### src/sv/upf_pkg.sv
package upf_pkg;

	localparam int WORD_BITS = 32;
	localparam int JOB_DEPTH = 4;
	localparam int JOB_AW = $clog2(JOB_DEPTH);

	typedef logic signed [WORD_BITS-1:0] word_t;

	localparam word_t WMAX = word_t'(32'h7FFF_FFFF);
	localparam word_t WMIN = word_t'(32'h8000_0000);
	localparam word_t ONE = word_t'(32'h0001_0000);

	// Q30 fixed point for the sine and cosine series
	localparam logic [30:0] Q30 = 31'h4000_0000;
	localparam logic [33:0] TWO_PI_Q30 = 34'd6746518852;

	// reciprocal constants for exact floor division of values below 2^30
	localparam logic [32:0] MG_72 = 33'(((64'd1 << 38) + 64'd71) / 64'd72);
	localparam logic [32:0] MG_42 = 33'(((64'd1 << 37) + 64'd41) / 64'd42);
	localparam logic [32:0] MG_20 = 33'(((64'd1 << 36) + 64'd19) / 64'd20);
	localparam logic [32:0] MG_6 = 33'(((64'd1 << 34) + 64'd5) / 64'd6);
	localparam logic [32:0] MG_90 = 33'(((64'd1 << 38) + 64'd89) / 64'd90);
	localparam logic [32:0] MG_56 = 33'(((64'd1 << 37) + 64'd55) / 64'd56);
	localparam logic [32:0] MG_30 = 33'(((64'd1 << 36) + 64'd29) / 64'd30);
	localparam logic [32:0] MG_12 = 33'(((64'd1 << 35) + 64'd11) / 64'd12);

	typedef enum logic [2:0] {
		REG_GAIN_CUBIC = 3'd0,
		REG_GAIN_SQUARE_TRIPLE = 3'd1,
		REG_ANGULAR_RATE_LIMIT = 3'd2,
		REG_TARGET_SPEED = 3'd3,
		REG_REVERSE_MODE = 3'd4
	} cfg_reg_e;

	typedef struct packed {
		word_t lateral_error;
		logic [15:0] path_heading;
		logic [15:0] robot_heading;
		word_t path_curvature;
		word_t curvature_slope;
		word_t velocity_x;
		word_t velocity_y;
		logic [16:0] speed_factor;
	} in_item_t;

	typedef struct packed {
		word_t angular_rate;
		word_t linear_speed;
		logic status;
	} out_item_t;

	typedef struct packed {
		logic [30:0] gain_cubic;
		logic [30:0] gain_square_triple;
		logic [30:0] angular_rate_limit;
		logic [30:0] target_speed;
		logic reverse_mode;
	} cfg_t;

	// classified item handed from front to back
	typedef struct packed {
		word_t d;
		word_t c;
		word_t dcs;
		word_t vx;
		word_t vy;
		word_t lin;
		logic [15:0] e;
		logic rev;
	} job_t;

	typedef struct packed {
		logic neg;
		logic [63:0] p;
	} mulp_t;

	typedef struct packed {
		logic neg;
		logic [31:0] n;
		logic [31:0] dm;
		logic [32:0] r;
		logic [47:0] q;
	} divs_t;

	function automatic logic [31:0] mag(input word_t x);
		return x[31] ? 32'(-x) : 32'(x);
	endfunction

	function automatic word_t sat34(input logic [33:0] x);
		if (!x[33] && x[32:31] != 2'b00) return WMAX;
		if (x[33] && x[32:31] != 2'b11) return WMIN;
		return word_t'(x[31:0]);
	endfunction

	function automatic logic [33:0] sx34(input word_t x);
		return {{2{x[31]}}, x};
	endfunction

	// magnitude product, rounded and saturated in the following stage
	function automatic mulp_t fmul_p(input word_t a, input word_t b);
		mulp_t m;
		m.neg = a[31] ^ b[31];
		m.p = 64'(mag(a)) * 64'(mag(b));
		return m;
	endfunction

	function automatic word_t fmul_fin(input mulp_t m);
		logic [63:0] lr;
		logic [47:0] v;
		lr = m.p + 64'd32768;
		v = lr[63:16];
		if (m.neg) begin
			if (v > 48'h0000_8000_0000) return WMIN;
			return word_t'(~v[31:0] + 32'd1);
		end
		if (v > 48'h0000_7FFF_FFFF) return WMAX;
		return word_t'(v[31:0]);
	endfunction

	function automatic divs_t div_init(input word_t a, input word_t b);
		divs_t s;
		s.neg = a[31] ^ b[31];
		s.n = mag(a);
		s.dm = mag(b);
		s.r = '0;
		s.q = '0;
		return s;
	endfunction

	// one restoring step on dividend bit i of n * 2^16
	function automatic divs_t div_step(input divs_t s, input int i);
		logic [47:0] nn;
		logic [32:0] r2;
		nn = {s.n, 16'd0};
		r2 = {s.r[31:0], nn[i]};
		s.q = {s.q[46:0], 1'b0};
		if (r2 >= {1'b0, s.dm}) begin
			r2 = r2 - {1'b0, s.dm};
			s.q[0] = 1'b1;
		end
		s.r = r2;
		return s;
	endfunction

	function automatic word_t div_fin(input divs_t s);
		if (s.n == 32'd0) return '0;
		if (s.neg) begin
			if (s.q > 48'h0000_8000_0000) return WMIN;
			return word_t'(~s.q[31:0] + 32'd1);
		end
		if (s.q > 48'h0000_7FFF_FFFF) return WMAX;
		return word_t'(s.q[31:0]);
	endfunction

	function automatic logic [29:0] cdiv(input logic [29:0] x, input logic [32:0] m,
			input int sh);
		logic [63:0] p;
		p = 64'(x) * 64'(m);
		return 30'(p >> sh);
	endfunction

	function automatic word_t q30_to_fix(input logic [30:0] m, input logic neg);
		logic [31:0] v;
		v = (32'(m) + 32'd8192) >> 14;
		return neg ? word_t'(-v) : word_t'(v);
	endfunction

endpackage

### src/sv/upf_front.sv
module upf_front import upf_pkg::*; (
	input logic clk,
	input logic arst_n,
	input logic push,
	output logic full,
	input in_item_t sample,
	input cfg_t cfg,
	output logic job_push,
	input logic job_full,
	output job_t job
);

	logic vld_s1;
	job_t job_s1;
	job_t job_d;
	logic take;
	logic [16:0] f;
	logic [47:0] lp;
	word_t lin;

	assign full = vld_s1 && job_full;
	assign take = push && !full;
	assign job_push = vld_s1;
	assign job = job_s1;

	// heading error, reverse handling and speed command
	always_comb begin
		f = (sample.speed_factor > 17'd65536) ? 17'd65536 : sample.speed_factor;
		lp = 48'(cfg.target_speed) * 48'(f) + 48'd32768;
		lin = word_t'(lp[47:16]);
		job_d.d = sample.lateral_error;
		job_d.c = sample.path_curvature;
		job_d.dcs = sample.curvature_slope;
		job_d.vx = sample.velocity_x;
		job_d.vy = sample.velocity_y;
		job_d.e = sample.robot_heading - sample.path_heading;
		job_d.rev = cfg.reverse_mode;
		job_d.lin = lin;
		if (cfg.reverse_mode) begin
			job_d.d = (sample.lateral_error == WMIN) ? WMAX : -sample.lateral_error;
			job_d.e = job_d.e + 16'h8000;
			job_d.lin = -lin;
		end
	end

	always_ff @(posedge clk or negedge arst_n) begin
		if (!arst_n) begin
			vld_s1 <= 1'b0;
		end else if (!full) begin
			vld_s1 <= push;
		end
	end

	always_ff @(posedge clk) begin
		if (take) job_s1 <= job_d;
	end

endmodule

### config.mk
export PLATFORM = sky130hd
export DESIGN_NAME = upf_front
export DESIGN_NICKNAME = d
export VERILOG_FILES = /design/src/sv/upf_pkg.sv /design/src/sv/upf_front.sv
export SDC_FILE = /design/constraint.sdc
export NUM_CORES = 2
export LEC_CHECK = 0
export ABC_AREA = 0
export BUFFER_PORTS_ARGS = -buffer_cell sky130_fd_sc_hd__buf_2
export CAP_MARGIN = 0
export CELL_PAD_IN_SITES_DETAIL_PLACEMENT = 1
export CELL_PAD_IN_SITES_GLOBAL_PLACEMENT = 1
export CORE_ASPECT_RATIO = 1.5
export CORE_MARGIN = 10
export CORE_UTILIZATION = 30
export CTS_BUF_LIST = sky130_fd_sc_hd__clkbuf_4
export CTS_CLUSTER_DIAMETER = 50
export DETAILED_ROUTE_END_ITERATION = 10
export PLACE_DENSITY_LB_ADDON = 0.1
export SLEW_MARGIN = 30
export SYNTH_ARGS = -nofsm -noshare
export SYNTH_HDL_FRONTEND = slang
export SYNTH_SLANG_ARGS = --single-unit
### constraint.sdc
create_clock -name clk -period 25.5 [get_ports clk]
set_input_delay 3.825 -clock clk [delete_from_list [all_inputs] [get_ports clk]]
set_output_delay 3.825 -clock clk [all_outputs]
set_load 0.01 [all_outputs]
Word-level counts from Yosys, hierarchy flattened:

Cells that the tools add are included.

* logic and storage cells: 24
* bits of input ports: 338
* output and inout bits: 211
* bits in registers: 210

* magnitude comparators: 1
* add/subtract/negate cells: 5
* equality and inequality tests: 1
* multipliers: 1
* reduce and logical (&&, ||, !) cells: 3
* mux-type cells: 4

Operator list (count)
* 2-to-1 mux 32 bit: 2
* negator 32 bit: 2
* adder 48 x 16 -> 48 bit, second input constant: 1
* multiplier 31 x 17 -> 48 bit: 1
* 2-to-1 mux 48 bit: 1
* == test 32 bit, second input constant: 1
* greater-than comparator 17 bit, second input constant: 1
* 2-to-1 mux 17 bit: 1
* adder 16 bit, second input constant: 1
* subtractor 16 bit: 1
* logical AND 1 bit: 2
* zero test 1 bit: 1

Logic depth before layout (Yosys ltp):

* depth in word-level cells: 6
* gate-level depth with buffers: 30
* gate-level depth less buffers: 29

Worst setup path after synthesis:

Ideal clock, no wire load.

* path type: input-to-reg
* start: in job_full
* end: reg job_s1 (netlist bit job[0]), enable pin
* required time: 24.695 ns
* setup time: 0.805 ns
* setup slack: 11.485 ns
* path buffers: 0
* stages on the path: 2
* arrival time: 13.209 ns
* cells stage by stage: and2_1 > nor2b_1

* cells in the longest elaborated chain, start to end: 3

Ends and longest elaborated chain
* start, declared: line upf_front.sv:9 `input logic job_full,`
* logical AND 1 bit: line upf_front.sv:21 `assign full = vld_s1 && job_full;`
* zero test 1 bit
* logical AND 1 bit: line upf_front.sv:22 `assign take = push && !full;`
* named net take: line upf_front.sv:16 `logic take;`
* end signal, assigned: line upf_front.sv:55 `if (take) job_s1 <= job_d;`
* end, declared: line upf_front.sv:14 `job_t job_s1;`

The timed path passes the listed nets, and every way through them passes these cells.
A chain may end at the register's enable or synchronous reset.

==> results.sh <==
export IMPL_core_area_mm2=0.0851
export IMPL_htree_levels=2
export IMPL_max_stage_delay_ps=820
export IMPL_fin_nets=3890
export IMPL_seq_area_frac_synth_pct=24.5
export IMPL_postRouteAntennaNets=0
export IMPL_status="completed"
export IMPL_dp_slack_ps=11700
export IMPL_timing_hold_ws_ps=728
export IMPL_synth_seq_cells=210
export IMPL_place_inst=4040
export IMPL_end_kind="flop"
export IMPL_clock_latency_ps=680
export IMPL_crit_fanout=31
export IMPL_fin_total_pwr_mw=3.39
export IMPL_grt_ovfl_total=0
export IMPL_power_density_mw_per_mm2=113
export IMPL_yosysMostFrequentCell="inv_1"
export IMPL_synth_top_flop_cell="edfxtp_1"
export IMPL_cts_tree="yes"
export IMPL_yosys_area_top_type="fa_1"
export IMPL_critPathTopFamily="adder cells"
export IMPL_synth_enable_flop_cells=209
export IMPL_multi_input_area_mm2=0.0173
export IMPL_gr_usage_all_layers_pct=18.8
export IMPL_drtIter0Drc=767
export IMPL_grt_pass1_wl_mm=140
export IMPL_worst_setup_path_type="in -> reg"
export IMPL_yosys_cell_types_count=76
export IMPL_antenna_found_initial=26
export IMPL_yosysTopAreaCellShare_pct=33.8
export IMPL_cts_setup_buffers=0
export IMPL_drt_wl_total_mm=93.2
export IMPL_synth_top_family_by_area="adder cells"
export IMPL_dieArea_mm2=0.0982
export IMPL_period_share_pct=50.5
export IMPL_synthXorXnorAreaFrac_pct=3.09
export IMPL_synth_area_mux_share_pct=0.155
export IMPL_ctsResizeCount=0
export IMPL_final_cells=4124
export IMPL_synth_compound_area_share_pct=6.01
export IMPL_synthCells=2540
export IMPL_dp_hpwl_mm=74.5
export IMPL_initial_core_util_pct=30.3
export IMPL_cap_viol_max_count=0
export IMPL_clock_path_buffers=3
export IMPL_comb_power_share_pct=77.2
export IMPL_grt_max_degree=144
export IMPL_syn_area_per_cell_um2=10.1
export IMPL_portBuffers=455
export IMPL_synth_fa_ha_area_share_pct=41.6
export IMPL_worstMarginPinSlew_ps=1070
export IMPL_finalWeightedCongestion=0.851
export IMPL_syn_cell_area_mm2=0.0258
export IMPL_arrival_ps=13290
export IMPL_fin_ws_ps=12620
export IMPL_p_clk_share_pct=7.8
export IMPL_netSwitchingPower_mw=1.76
export IMPL_drive_gt1_share_pct=19.8
export IMPL_skew_ps=47.1
export IMPL_rsz0062_at_grt="no"
export IMPL_synth_simple_area_share_pct=15.8
export IMPL_avgViaCountPerCell=4.73
export IMPL_numCtsBuffers=43
export IMPL_clkSinkCount=210
export IMPL_synthToLayoutAreaGrowth_pct=16.8
export IMPL_setup_viol=0
export IMPL_p_int_mw=1.64
export IMPL_peakVddDrop_uv=88.5
export IMPL_tns_ps=0
export IMPL_synth_nets=3474
export IMPL_period_needed_ps=12880
export IMPL_nFillCells=9742
export IMPL_crit_top_cell="fa_1"
export IMPL_swShare_pct=51.7
export IMPL_slowest_stage="nor2b_4"
export IMPL_power_leakage_nw=14.4
export IMPL_slew_headroom_pct=29.0
export IMPL_synthTopCellsByArea="fa_1 34%, edfxtp_1 24%, ha_1 7.8%"
export IMPL_vias=19488
export IMPL_wl_per_cell_um=22.6
export IMPL_p_seq_share_pct=15.0
export IMPL_hold_viol=0
export IMPL_cts_root_buf="clkbuf_4"
export IMPL_die_w_um=259
export IMPL_drc=0
export IMPL_synth_common_cells="494 x inv_1, 435 x fa_1, 335 x nand2_1"
export IMPL_ctsHoldBuffers=0
export IMPL_start_kind="primary input"
export IMPL_ys_async_sr_fraction_pct=0.476
export IMPL_hp_class="reg -> reg"
export IMPL_fp_dieH_um=379
export IMPL_pin_count=549
export IMPL_grt_pass1_vias=22637
export IMPL_path_buf_inv=4
export IMPL_seq_area_mm2=0.00630
export IMPL_fmax_mhz=77.7
export IMPL_clkTransAtPathRegs_ps=80
export IMPL_cp_required_ps=25920
export IMPL_rows=131
export IMPL_yosys_warnings=0
export IMPL_drv_slew=0
export IMPL_drt_pre_antenna_iters=5
-- routing by layer --
metal / wire (um) / global-route usage (%) / vias up / share of wire (%)
met4: 2200 / 5.14 / 4 / 2.4
met5: 27 / 0 / - / 0.029
met2: 49900 / 36.1 / 570 / 54
li1: - / - / 8772 / -
met1: 36500 / 21.1 / 9997 / 39
met3: 4580 / 2.59 / 145 / 4.9
-- placed cells by master, fill, tap and decap left out, drive strengths merged, types with 13 or more instances in the layout --
cell type	n
ha	161
a21oi	51
inv	495
xor2	38
nor2	53
o21ai	78
clkbuf	66
nand3	13
fa	435
nand2	335
xnor2	53
and2	283
nor3	15
or3	17
buf	479
edfxtp	209
nor2b	22
-- power by group through the flow --
stage,logic [mW],clock network [mW],registers [mW]
2_1_floorplan,1.86,0,0.548
3_5_place_dp,2.65,0,0.519
5_1_grt,2.99,0.289,0.515
4_1_cts,2.67,0.279,0.511
6_report,2.62,0.263,0.510
3_3_place_gp,2.60,0,0.517
-- final timing paths --
path,slack [ps],cells after the start,start,endpoint
worst max-delay path,12620,26,sample[13],job[45]$_DFFE_PP_
worst min-delay path,730,2,job_push$_DFFE_PN0N_,job_push$_DFFE_PN0N_
worst max register to register,23170,3,job_push$_DFFE_PN0N_,job[4]$_DFFE_PP_
worst min register to register,730,2,job_push$_DFFE_PN0N_,job_push$_DFFE_PN0N_
max in group asynchronous,22510,1,arst_n,job_push$_DFFE_PN0N_
min in group asynchronous,2900,1,arst_n,job_push$_DFFE_PN0N_
-- worst reg2reg max path, cell delays in order, from the launching register on --
cell,delay [ps]
dfrtp_1,380
and2_1,210
nor2b_4,530
buf_12,540
-- layout make-up --
cell class                 count  share of cell area (%)
tap                         1130                    4.70
multi-input combinational   1728                    57.5
antenna                        6                  0.0499
sequential                   210                    20.9
clock inverter                11                   0.245
timing repair buffer         479                    8.73
clock buffer                  66                    1.65
inverter                     494                    6.16
-- sequential cells by signal (all words and copies together) (netlist names) --
name and cells:
job 209, job_push 1
-- kinds of logic after synthesis --
kind of cell,count (synthesis)
buffers and inverters,602
muxes,4
DFF,210
AOI/OAI and AO/OA,235
xor gates and xnor gates,91
and+or+nand+nor,802
adders and majority gates,596
-- per-stage QoR --
| step | utilization [%] | cell area [um2] |
|---|---|---|
| after floorplan | - | 25800 |
| after global placement | 34.4 | 29300 |
| after detailed placement | 34.6 | 29500 |
| after CTS | 35.3 | 30000 |
| after global routing | 35.4 | 30100 |
| final | 35.4 | 30100 |
Power figures use the tool's default switching activity.
