## src/sv/upf_pkg.sv

```systemverilog
package upf_pkg;

	localparam int WORD_BITS = 32;
	localparam int JOB_DEPTH = 4;
	localparam int JOB_AW = $clog2(JOB_DEPTH);

	typedef logic signed [WORD_BITS-1:0] word_t;

	localparam word_t WMAX = word_t'(32'h7FFF_FFFF);
	localparam word_t WMIN = word_t'(32'h8000_0000);
	localparam word_t ONE = word_t'(32'h0001_0000);

	// Q30 fixed point for the sine and cosine series
	localparam logic [30:0] Q30 = 31'h4000_0000;
	localparam logic [33:0] TWO_PI_Q30 = 34'd6746518852;

	// reciprocal constants for exact floor division of values below 2^30
	localparam logic [32:0] MG_72 = 33'(((64'd1 << 38) + 64'd71) / 64'd72);
	localparam logic [32:0] MG_42 = 33'(((64'd1 << 37) + 64'd41) / 64'd42);
	localparam logic [32:0] MG_20 = 33'(((64'd1 << 36) + 64'd19) / 64'd20);
	localparam logic [32:0] MG_6 = 33'(((64'd1 << 34) + 64'd5) / 64'd6);
	localparam logic [32:0] MG_90 = 33'(((64'd1 << 38) + 64'd89) / 64'd90);
	localparam logic [32:0] MG_56 = 33'(((64'd1 << 37) + 64'd55) / 64'd56);
	localparam logic [32:0] MG_30 = 33'(((64'd1 << 36) + 64'd29) / 64'd30);
	localparam logic [32:0] MG_12 = 33'(((64'd1 << 35) + 64'd11) / 64'd12);

	typedef enum logic [2:0] {
		REG_GAIN_CUBIC = 3'd0,
		REG_GAIN_SQUARE_TRIPLE = 3'd1,
		REG_ANGULAR_RATE_LIMIT = 3'd2,
		REG_TARGET_SPEED = 3'd3,
		REG_REVERSE_MODE = 3'd4
	} cfg_reg_e;

	typedef struct packed {
		word_t lateral_error;
		logic [15:0] path_heading;
		logic [15:0] robot_heading;
		word_t path_curvature;
		word_t curvature_slope;
		word_t velocity_x;
		word_t velocity_y;
		logic [16:0] speed_factor;
	} in_item_t;

	typedef struct packed {
		word_t angular_rate;
		word_t linear_speed;
		logic status;
	} out_item_t;

	typedef struct packed {
		logic [30:0] gain_cubic;
		logic [30:0] gain_square_triple;
		logic [30:0] angular_rate_limit;
		logic [30:0] target_speed;
		logic reverse_mode;
	} cfg_t;

	// classified item handed from front to back
	typedef struct packed {
		word_t d;
		word_t c;
		word_t dcs;
		word_t vx;
		word_t vy;
		word_t lin;
		logic [15:0] e;
		logic rev;
	} job_t;

	typedef struct packed {
		logic neg;
		logic [63:0] p;
	} mulp_t;

	typedef struct packed {
		logic neg;
		logic [31:0] n;
		logic [31:0] dm;
		logic [32:0] r;
		logic [47:0] q;
	} divs_t;

	function automatic logic [31:0] mag(input word_t x);
		return x[31] ? 32'(-x) : 32'(x);
	endfunction

	function automatic word_t sat34(input logic [33:0] x);
		if (!x[33] && x[32:31] != 2'b00) return WMAX;
		if (x[33] && x[32:31] != 2'b11) return WMIN;
		return word_t'(x[31:0]);
	endfunction

	function automatic logic [33:0] sx34(input word_t x);
		return {{2{x[31]}}, x};
	endfunction

	// magnitude product, rounded and saturated in the following stage
	function automatic mulp_t fmul_p(input word_t a, input word_t b);
		mulp_t m;
		m.neg = a[31] ^ b[31];
		m.p = 64'(mag(a)) * 64'(mag(b));
		return m;
	endfunction

	function automatic word_t fmul_fin(input mulp_t m);
		logic [63:0] lr;
		logic [47:0] v;
		lr = m.p + 64'd32768;
		v = lr[63:16];
		if (m.neg) begin
			if (v > 48'h0000_8000_0000) return WMIN;
			return word_t'(~v[31:0] + 32'd1);
		end
		if (v > 48'h0000_7FFF_FFFF) return WMAX;
		return word_t'(v[31:0]);
	endfunction

	function automatic divs_t div_init(input word_t a, input word_t b);
		divs_t s;
		s.neg = a[31] ^ b[31];
		s.n = mag(a);
		s.dm = mag(b);
		s.r = '0;
		s.q = '0;
		return s;
	endfunction

	// one restoring step on dividend bit i of n * 2^16
	function automatic divs_t div_step(input divs_t s, input int i);
		logic [47:0] nn;
		logic [32:0] r2;
		nn = {s.n, 16'd0};
		r2 = {s.r[31:0], nn[i]};
		s.q = {s.q[46:0], 1'b0};
		if (r2 >= {1'b0, s.dm}) begin
			r2 = r2 - {1'b0, s.dm};
			s.q[0] = 1'b1;
		end
		s.r = r2;
		return s;
	endfunction

	function automatic word_t div_fin(input divs_t s);
		if (s.n == 32'd0) return '0;
		if (s.neg) begin
			if (s.q > 48'h0000_8000_0000) return WMIN;
			return word_t'(~s.q[31:0] + 32'd1);
		end
		if (s.q > 48'h0000_7FFF_FFFF) return WMAX;
		return word_t'(s.q[31:0]);
	endfunction

	function automatic logic [29:0] cdiv(input logic [29:0] x, input logic [32:0] m,
			input int sh);
		logic [63:0] p;
		p = 64'(x) * 64'(m);
		return 30'(p >> sh);
	endfunction

	function automatic word_t q30_to_fix(input logic [30:0] m, input logic neg);
		logic [31:0] v;
		v = (32'(m) + 32'd8192) >> 14;
		return neg ? word_t'(-v) : word_t'(v);
	endfunction

endpackage

```

## src/sv/upf_job_fifo.sv

```systemverilog
module upf_job_fifo import upf_pkg::*; (
	input logic clk,
	input logic arst_n,
	input logic push,
	output logic full,
	input job_t wr_job,
	input logic pop,
	output logic empty,
	output job_t rd_job
);

	job_t mem_q [JOB_DEPTH];
	logic [JOB_AW-1:0] wr_q, rd_q;
	logic [JOB_AW:0] cnt_q;
	logic do_push, do_pop;

	assign full = (cnt_q == (JOB_AW+1)'(JOB_DEPTH));
	assign empty = (cnt_q == '0);
	assign do_push = push && !full;
	assign do_pop = pop && !empty;
	assign rd_job = mem_q[rd_q];

	// pointers and fill count
	always_ff @(posedge clk or negedge arst_n) begin
		if (!arst_n) begin
			wr_q <= '0;
			rd_q <= '0;
			cnt_q <= '0;
		end else begin
			if (do_push) wr_q <= wr_q + 1'b1;
			if (do_pop) rd_q <= rd_q + 1'b1;
			if (do_push && !do_pop) cnt_q <= cnt_q + 1'b1;
			else if (do_pop && !do_push) cnt_q <= cnt_q - 1'b1;
		end
	end

	always_ff @(posedge clk) begin
		if (do_push) mem_q[wr_q] <= wr_job;
	end

endmodule

```

## config.mk

```make
export PLATFORM = sky130hd
export DESIGN_NAME = upf_job_fifo
export DESIGN_NICKNAME = d
export VERILOG_FILES = /design/src/sv/upf_pkg.sv /design/src/sv/upf_job_fifo.sv
export SDC_FILE = /design/constraint.sdc
export NUM_CORES = 1
export LEC_CHECK = 0
export BUFFER_PORTS_ARGS = -buffer_cell sky130_fd_sc_hd__buf_2
export CAP_MARGIN = 10
export CORE_UTILIZATION = 48
export CTS_BUF_LIST = sky130_fd_sc_hd__clkbuf_8
export DETAILED_ROUTE_END_ITERATION = 12
export HOLD_SLACK_MARGIN = 0.03
export PLACE_DENSITY = 0.69
export RECOVER_POWER = 50
export SLEW_MARGIN = 20
export SYNTH_ARGS = -nofsm -noshare
export SYNTH_HDL_FRONTEND = slang
export SYNTH_SLANG_ARGS = --single-unit
export TNS_END_PERCENT = 50
```

## constraint.sdc

```tcl
create_clock -name clk -period 9.05 [get_ports clk]
set_clock_uncertainty 0.1 [all_clocks]
set_input_delay 0.905 -clock clk [delete_from_list [all_inputs] [get_ports clk]]
set_output_delay 0.905 -clock clk [all_outputs]
set_load 0.02 [all_outputs]
```

After elaboration in Yosys (flattened, before gate mapping)
Memory sizes are Yosys's and may differ from the RTL's.
Cells that the tools add are included.
- memories kept: 1
- memory bits (writable): 836
- input port bits: 213
- word-level logic and storage cells: 23
- bits in registers: 7
- memory list (name ; depth ; width ; read ports ; clocked after memory_dff ; wr ports ; line ; source):
    mem_q ; 4 ; 209 ; 1 ; 0 ; 1 ; upf_job_fifo.sv:12 ; job_t mem_q [JOB_DEPTH];
- reductions and logical operators: 10
- $add $sub $neg: 4
- muxes and demuxes: 4
- eq/ne operators: 1
- operator list (kind ; number):
    $mux W3 ; 2
    $add A2 B1 Y2 const B ; 2
    $logic_and A1 B1 Y1 ; 4
    $logic_not A1 Y1 ; 4
    $add A3 B1 Y3 const B ; 1
    $eq A3 B3 Y1 const B ; 1
    $logic_not A3 Y1 ; 1
    $sub A3 B1 Y3 const B ; 1
    $mux W1 ; 2
    $reduce_bool A2 Y1 ; 1

Depth between registers and ports, before layout
- word-level depth: 7
- depth in mapped cells: 9

Least setup slack after synthesis
No wires, ideal clock.
- kind: in2reg
- from: in push
- to: mem mem_q[0][0] in the netlist's numbering, enable pin
- setup slack: 2.412 ns
- buffers on the path: 1
- cell stages on the path: 3
- arrival: 5.943 ns
- library setup time: 0.595 ns
- required time: 8.355 ns
- cell sequence: nor2b_1 buf_2 and2_1
- longest elaborated chain between the ends: 3
- RTL lines (item ; line ; source):
    start: declaration ; upf_job_fifo.sv:4 ; input logic push,
    $logic_and A1 B1 Y1 ; upf_job_fifo.sv:19 ; assign do_push = push && !full;
    net do_push ; upf_job_fifo.sv:15 ; logic do_push, do_pop;
    $mux W1 ; upf_job_fifo.sv:38 ; if (do_push) mem_q[wr_q] <= wr_job;
    $mux W1 (implied by the code) ; upf_job_fifo.sv:38 ;
    end: declaration ; upf_job_fifo.sv:12 ;
The timed path passes the listed nets, and every way through them passes these cells.

Worst setup path in the final report
- from: reg cnt_q[2]
- to: mem mem_q[1][204] in the netlist's numbering, enable pin
- longest elaborated chain between the ends: 5
- RTL lines (item ; line ; source):
    start: declaration ; upf_job_fifo.sv:14 ; logic [JOB_AW:0] cnt_q;
    start signal: assignment ; upf_job_fifo.sv:32 ; if (do_push && !do_pop) cnt_q <= cnt_q + 1'b1;
    start signal: assignment ; upf_job_fifo.sv:33 ; else if (do_pop && !do_push) cnt_q <= cnt_q - 1'b1;
    $eq A3 B3 Y1 ; upf_job_fifo.sv:17 ; assign full = (cnt_q == (JOB_AW+1)'(JOB_DEPTH));
    $logic_not A1 Y1 ; upf_job_fifo.sv:19 ;
    $logic_and A1 B1 Y1 ; upf_job_fifo.sv:19 ;
    $mux W1 ; upf_job_fifo.sv:38 ;
    $mux W1 (implied by the code) ; upf_job_fifo.sv:38 ;
No other way between the ends.

==> metrics.md <==
| Metric | Value |
|---|---|
| Core Util, Final | `0.565` |
| P_int | `~8100 uW` |
| Vias | `13,700` |
| Nets@finish | `1,880` |
| Core region area | `63,200 sq um` |
| Period utilization | `0.619` |
| Setup TNS | `0 ns` |
| Sequential area share after synthesis | `0.821` |
| Layout overhead on the synthesized area | `16.1%` |
| Layout cells sized above 1 | `0.347` |
| Arrival time at the worst endpoint | `5.85 ns` |
| Row count | `92` |
| Final setup viols | `0` |
| Overall die height | `255 um` |
| Finished Cell Area | `35,700 sq um` |
| Post-DP Area | `33,600 sq um` |
| Worst min path class | `primary input to flip-flop` |
| Clock power share | `0.236` |
| Synth top area share | `0.816` |
| Sw frac | `0.329` |
| Global-route wire length before repair | `86,600 um` |
| Initial antenna violation count | `9` |
| Failing checks | `capacitance limit, slew limit` |
| WP data required | `~9.3 ns` |
| Worst Hold Depth | `1` |
| Top FF cell, synth | `edfxtp_1` |
| GRT Resource Usage Total | `0.183` |
| Critical path launch point type | `flip-flop` |
| H-tree depth | `4` |
| Die Wd | `around 260 um` |
| Final Hold Violating Endpoints | `0` |
| Cell count after synthesis | `1,128` |
| Synth top cells by count | `836 x edfxtp_1, 209 x mux4_2, 21 x buf_2, 20 x buf_12, 7 x dfrtp_1` |
| CTS tree | `yes` |
| Crit Path Class | `flip-flop to flip-flop` |
| Post-Syn Area | `between 30,000 and 40,000 sq um` |
| Slew @ Worst Pin | `4.08 ns` |
| Syn_area_per_cell | `27.3 sq um` |
| DRT iter0 DRCs | `761` |
| Reg clk slew, reported paths | `0.06 ns` |
| RSZ-0062 raised after global routing | `no` |
| Total power draw | `around 12,000 uW` |
| Combinational share of power | `0.314` |
| Post-synth ARST share | `0.00830` |
| Fillcell total | `4,703` |
| Final wirelength | `around 60,000 um` |
| Root buf cell | `clkbuf_8` |
| NetSw | `3980 uW` |
| Crit path time final | `5.60 ns` |
| Hold_buf cts | `1` |
| Highest Clock Rate | `~180 MHz` |
| Largest net degree at the start of global routing | `~110` |
| Clock sinks | `843` |
| Element type at the critical path end | `flip-flop` |
| Cell with the most instances after synthesis | `edfxtp_1` |
| Num CTS Buffers | `137` |
| Die footprint | `65,100 sq um` |
| Post CTS Setup Buffer Count | `0` |
| Synthesized Nets | `1,347` |
| Crit Path Max Fanout | `57` |
| Initial core utilization | `0.487` |
| PortBufs | `423` |
| Skew-Pair Late Insertion Delay | `0.75 ns` |
| Peak supply drop | `0.216 mV` |
| I/O pin count | `424` |
| First drt pass iteration count | `4` |
| WHS | `0.308 ns` |
| Clock Tree Buf Depth | `3` |
| Slew margin rel. | `-1.72` |
| Drt wl/cell | `22.9 um` |
| # DRC | `0` |
| Part of the power in registers | `0.449` |
| Maxcap violations | `3` |
| Synth area leader | `edfxtp_1` |
| Post-synth EDFFs | `836` |
| Post-CTS Resized | `0` |
| Vias per cell | `roughly 5.3` |
| Pwr per Cell Area | `339 nW/um^2` |
| Synth area leaders | `edfxtp_1 82%, mux4_2 15%, buf_12 1.3%` |
| ANT nets after route | `0` |
| Hpwl dp | `~36,000 um` |
| Post-synthesis register bit count | `843` |
| Total gr overflow | `0` |
| R2r worst-path depth | `5` |
| RePlAce Congestion | `0.764` |
| Synth warn | `0` |
| Max Slew Vio Count | `122` |
| Outcome | `finished with violations` |
| Unique masters post-synth | `22` |
| Vias in the first global route | `14,500` |
| Leakage | `0.0117 uW` |
## power by group through the flow
stage               logic, uW  clock network (uW)  registers (uW)
floorplan                2920                   0            5510
global placement         3910                   0            5480
detailed placement       3910                   0            5530
CTS                      3920                2960            5450
global route             4060                3120            5520
finish                   3810                2860            5440
## registers in the layout, summed over array words and instances, names as in the netlist
register,count
cnt_q,3
mem_q,836
rd_q,2
wr_q,2
## path summary, 6_finish.rpt
path	start	to	slack (ns)
setup / recovery	cnt_q[2]	mem_q[1][204]	3.45
hold reg to reg	cnt_q[2]	cnt_q[2]	0.40
setup reg to reg	cnt_q[2]	mem_q[1][204]	3.45
min in group asynchronous	arst_n	cnt_q[0]	0.58
hold / removal	wr_job[190]	mem_q[2][190]	0.31
max in group asynchronous	arst_n	rd_q[1]	7.86
## stage by stage
step           cells  setup slack, ns
2_1_floorplan   1128             2.41
3_3_place_gp    2366             5.06
3_5_place_dp    2366             5.07
4_1_cts         2599             4.20
5_1_grt         2601             2.99
6_report        2604             3.45
## layout by cell type, fill, tap and decap left out, types with 5 or more instances in the layout
cell,Yosys,layout
edfxtp_1,836,836
buf_2,21,213
clkbuf_1,3,211
mux4_2,209,209
clkbuf_8,0,139
inv_1,4,45
clkinv_1,0,27
buf_4,2,13
clkinv_2,0,11
ha_1,5,5
clkinvlp_4,0,5
dfrtp_1,7,5
## critical path, stage by stage (launching register included)
cell and delay [ns]:
dfrtp_1 0.40, nor3b_1 0.16, nor2b_1 0.11, clkbuf_1 0.31
and2_0 2.99, buf_4 1.03
## layer usage
metal  GRT usage  share of wire
met2       0.297           0.52
met3      0.0637          0.076
met4      0.0739          0.022
met5           0         0.0014
met1       0.225           0.38
## final cells by class
| cell class | count | area (sq um) | share of cell area |
|---|---|---|---|
| Multi-Input combinational cell | 233 | 4920 | 0.138 |
| Sequential cell | 843 | 25300 | 0.708 |
| Antenna cell | 4 | 10.0 | 0.000280 |
| Tap cell | 846 | 1060 | 0.0296 |
| Inverter | 4 | 15.0 | 0.000420 |
| Timing Repair Buffer | 442 | 2050 | 0.0573 |
| Clock inverter | 93 | 465 | 0.0130 |
| Clock buffer | 139 | 1910 | 0.0536 |
## cell families after synthesis
| logic type | count (synthesis) | synth area share |
|---|---|---|
| xor+xnor | 6 | 0.00171 |
| buf+inv | 52 | 0.0186 |
| flops | 843 | 0.821 |
| simple gates | 10 | 0.00187 |
| fa+ha+maj | 6 | 0.00268 |
| mux | 211 | 0.154 |
(Power assumes the default switching activity.)
